## config.mk

```make
export PLATFORM = sky130hd
export DESIGN_NAME = dlmd_max_check
export DESIGN_NICKNAME = d
export VERILOG_FILES = /design/src/rtl/dlmd_pkg.sv /design/src/rtl/dlmd_max_check.sv
export SDC_FILE = /design/constraint.sdc
export NUM_CORES = 1
export LEC_CHECK = 0
export BUFFER_PORTS_ARGS = -buffer_cell sky130_fd_sc_hd__buf_4
export CORE_MARGIN = 2
export CORE_UTILIZATION = 35
export DETAILED_ROUTE_END_ITERATION = 12
export SLEW_MARGIN = 40
export SYNTH_ARGS = -nofsm -noshare
export SYNTH_HDL_FRONTEND = slang
export SYNTH_SLANG_ARGS = --single-unit
```

## constraint.sdc

```tcl
create_clock -name vclk -period 4.9
set_input_delay 0.245 -clock vclk [all_inputs]
set_output_delay 0.245 -clock vclk [all_outputs]
set_load 0.01 [all_outputs]
```

## src/rtl/dlmd_pkg.sv

```systemverilog
// Shared constants, register codes and defaults of the DoG local maximum detector.
`timescale 1ns / 1ps
package dlmd_pkg;

  localparam int DLMD_MAX_WIDTH    = 1024;
  localparam int DLMD_SAMPLE_BITS  = 16;
  localparam int DLMD_MAX_HEIGHT   = 1024;

  // Row counter and reported coordinates are fixed at ten bits.
  localparam int DLMD_ROW_BITS     = 10;
  localparam int DLMD_COORD_BITS   = 10;

  // Width and height registers are eleven bits, the threshold sixteen.
  localparam int DLMD_SIZE_BITS    = 11;
  localparam int DLMD_THR_BITS     = 16;

  localparam int DLMD_ADDR_BITS    = 4;
  localparam int DLMD_DATA_BITS    = 32;

  localparam logic [1:0] REG_FRAME_WIDTH  = 2'd0;
  localparam logic [1:0] REG_FRAME_HEIGHT = 2'd1;
  localparam logic [1:0] REG_CONTRAST_THR = 2'd2;

  localparam logic [DLMD_SIZE_BITS-1:0] FRAME_WIDTH_RESET  = 11'd1024;
  localparam logic [DLMD_SIZE_BITS-1:0] FRAME_HEIGHT_RESET = 11'd1024;
  localparam logic [DLMD_THR_BITS-1:0]  CONTRAST_THR_RESET = 16'd0;

  localparam int DLMD_MIN_SIZE     = 3;

  // 3x3x3 window, flattened as layer*9 + row*3 + col.
  localparam int DLMD_TAPS         = 27;
  localparam int DLMD_CENTRE_TAP   = 13;
  localparam int DLMD_LAYERS       = 3;

endpackage

```

## src/rtl/dlmd_max_check.sv

```systemverilog
// Compares the window centre against its 26 neighbors and the contrast threshold.
`timescale 1ns / 1ps
module dlmd_max_check #(
  parameter int SAMPLE_BITS = dlmd_pkg::DLMD_SAMPLE_BITS
) (
  input  logic [dlmd_pkg::DLMD_TAPS*SAMPLE_BITS-1:0] window_i,
  input  logic signed [SAMPLE_BITS-1:0]              threshold_i,
  output logic                                       hit_o
);

  logic signed [SAMPLE_BITS-1:0] centre;
  logic                          is_max;
  logic signed [SAMPLE_BITS+2:0] centre_ext;
  logic signed [SAMPLE_BITS+2:0] thr_ext;
  logic signed [SAMPLE_BITS+2:0] centre_x5;
  logic signed [SAMPLE_BITS+2:0] thr_x4;

  assign centre = signed'(window_i[dlmd_pkg::DLMD_CENTRE_TAP*SAMPLE_BITS +: SAMPLE_BITS]);

  // Ties pass, so comparing the centre with itself is harmless.
  always_comb begin
    is_max = 1'b1;
    for (int t = 0; t < dlmd_pkg::DLMD_TAPS; t++) begin
      if (centre < signed'(window_i[t*SAMPLE_BITS +: SAMPLE_BITS])) begin
        is_max = 1'b0;
      end
    end
  end

  assign centre_ext = {{3{centre[SAMPLE_BITS-1]}}, centre};
  assign thr_ext    = {{3{threshold_i[SAMPLE_BITS-1]}}, threshold_i};
  assign centre_x5  = (centre_ext <<< 2) + centre_ext;
  assign thr_x4     = thr_ext <<< 2;

  assign hit_o = is_max && (centre_x5 >= thr_x4);

endmodule

```

==> impl_metrics.toml <==
[setup_path]
critPathLaunchType = "input pin"
crit_fanout = 4
cp-end-kind = "primary output"
cp_slowest_cell = "or4_1"
crit_top_cell = "buf_4"
path_buf_inv = 3
path_class = "in -> out"
path_cells = "buf_4 > ha_2 > fa_2 > a21o_1 > a21oi_2 > o21ai_2 > a31o_1 > o41ai_2 > nor2b_1 > o21a_1 > nor2_2 > xnor2_1 > ha_1 > nand3_2 > or4_1 > nand4_1 > a21oi_1 > o21ai_1 > buf_4 > nand4_4 > nor4_4 > nand4_1 > and4bb_1 > buf_4"
required_ps = 4660
arrival_ps = 4520
cpLargestDelayFamily = "simple AND/OR/NAND/NOR gates"
slowest_delay_ps = 410

[die]
initial_core_util = 0.356
die_y_um = 181
die_w_um = 181
rows = 64
core_area_um2 = 30700
design.die.area_um2 = 32600
io_pins = 449

[timing]
slew_headroom = 0.518
slew_viol_final = 0
fin_crit_sh = 0.973
final-hold-violation-count = 0
worstMarginPinSlew_ps = 722
max_freq_mhz = 210
rsz0062_at_grt = "true"
min_period_ps = 4770
setup_viol = 0

[yosys]
syn_area_per_cell_um2 = 7.15
ys_types = 70
yosysSeqAreaShare = 0
yosysMostFrequentCell = "inv_1"
synth_fp_nets = 2398
synth_top_area_share = 0.484
yosysWarnings = 0
syn_inst = 1527
yosys-top-cells-count = "inv_1, ha_1, a21oi_1, nand2_1, nor2_1"
synth_area_leaders = "ha_1, inv_1, a21oi_1"
syn_area_um2 = 10900
synth.largest_area_cell = "ha_1"

[global_routing]
gr-total-overflow = 0
grtUsageTotal = 0.260
grt_pass1_vias = 12500
grt_pass1_wl_um = 66900
grt_max_degree = 30
grt_antenna_before_repair = 6

[final_layout]
nets = 2873
final_core_util = 0.490
syn_to_final_growth_pct = 37.7
clock_buffers = 0
design.seq.count = 0
seq_area_um2 = 0
drive_gt1_frac = 0.251

[detailed_routing]
drt-initial-drc-count = 476
ant_nets = 0
via_per_inst = 5.12
route.detailed.wl_per_inst_um = 18.2
totalWireLength_um = 43700
drt_pass1_iterations = 5
vias = 12300
post-route-drc-count = 0

[pwr]
power_density_nw_per_um2 = 88.2
power_frac_comb = 1.000
p_sw_mw = 0.668
ir_worst_vdd_v = 0.0000534
swShare = 0.503
clkPwrFrac = 0
p_int_mw = 0.659
p_seq_frac = 0
total_power_mw = 1.33
p_leak_nw = 9.27

[job]
cap_violations = 0

[run_status]
status = "completed"

[min_path]
hold_path.class = "in -> out"

[place]
io_buffers = 449
place_congestion = 0.934
dp_hpwl_um = 37900
-- cells by family after synthesis --
| logic type | Yosys count | synth area share |
|---|---|---|
| AO/OA/AOI/OAI | 365 | 0.216 |
| XOR/XNOR | 10 | 0.00802 |
| adder cells (fa/ha/maj) | 423 | 0.485 |
| buffers and inverters | 444 | 0.153 |
| multiplexers | 1 | 0.00103 |
| AND/OR/NAND/NOR | 284 | 0.137 |
-- worst min-delay path, stage by stage --
cell	delay [ps]
buf_4	110
inv_1	40
ha_1	120
a31oi_1	80
and4bb_1	260
buf_4	130
-- final timing paths --
path / start / to / slack (ps) / cells past startpoint
worst max-delay path: window_i[210] / hit_o / 130 / 24
worst min-delay path: window_i[29] / hit_o / 1230 / 6
-- cell type report --
class	count	area (um^2)
well taps	396	495
diodes	4	10.0
multi-input cells	1083	9310
inverters	442	1660
fillers	3164	15600
repair buffers	475	3570
-- cells in the final DEF, fill, tap and decap left out, types with 3 or more instances in the layout --
| cell type | n |
|---|---|
| nor2_1 | 56 |
| or4_1 | 6 |
| inv_1 | 440 |
| o21ai_1 | 34 |
| nand2b_1 | 19 |
| a21o_1 | 40 |
| o22ai_1 | 9 |
| nor3_1 | 18 |
| o21ai_0 | 40 |
| xnor2_1 | 9 |
| buf_4 | 475 |
| a31oi_1 | 10 |
| a311oi_1 | 3 |
| diode_2 | 4 |
| nor4b_1 | 3 |
| o31ai_1 | 3 |
| o21a_1 | 12 |
| a2111oi_0 | 16 |
| nor3b_1 | 4 |
| a221oi_1 | 4 |
| o211ai_1 | 10 |
| nand2_1 | 62 |
| ha_1 | 421 |
| a21oi_1 | 113 |
| nand4_1 | 28 |
| a211o_1 | 5 |
| o2111ai_1 | 12 |
| nand3_1 | 35 |
| and3_1 | 6 |
| a41oi_1 | 3 |
| nor2b_1 | 21 |
| a211oi_1 | 23 |
-- metrics by stage --
stage	hold slack, ps	std cells	cell area [um^2]	setup TNS (ps)	worst slack, ps
finish	1230	2400	15000	0	133
global placement	1230	2396	15000	-127	-127
CTS	1230	2396	15000	0	8.33
floorplan	937	1527	10900	0	602
global route	1290	2399	15000	-120	-120
detailed placement	1220	2396	15000	-266	-266
-- power groups by stage --
stage / clock, mW / combinational [mW] / sequential [mW]
after floorplan: 0 / 0.703 / 0
after global placement: 0 / 1.29 / 0
after detailed placement: 0 / 1.32 / 0
after CTS: 0 / 1.33 / 0
after global routing: 0.0000000819 / 1.51 / 0
final: 0.000000109 / 1.33 / 0
-- layer usage --
layer  global-route usage  share of wire  vias up
met1                0.322           0.43     5581
met3               0.0406          0.057       64
met2                0.464           0.48      366
met5                    0        0.00055        -
li1                     -              -     6283
met4               0.0661          0.031        4
-- timing repair --
item                                   in CTS  in global routing
setup endpoints to repair                   1                  1
setup buffers                               0                  0
hold buffers                                0                  0
endpoints found under the hold margin       0                  0
gates resized for setup                     5                  7
pin swaps                                   0                  1
(Power assumes the default switching activity.)
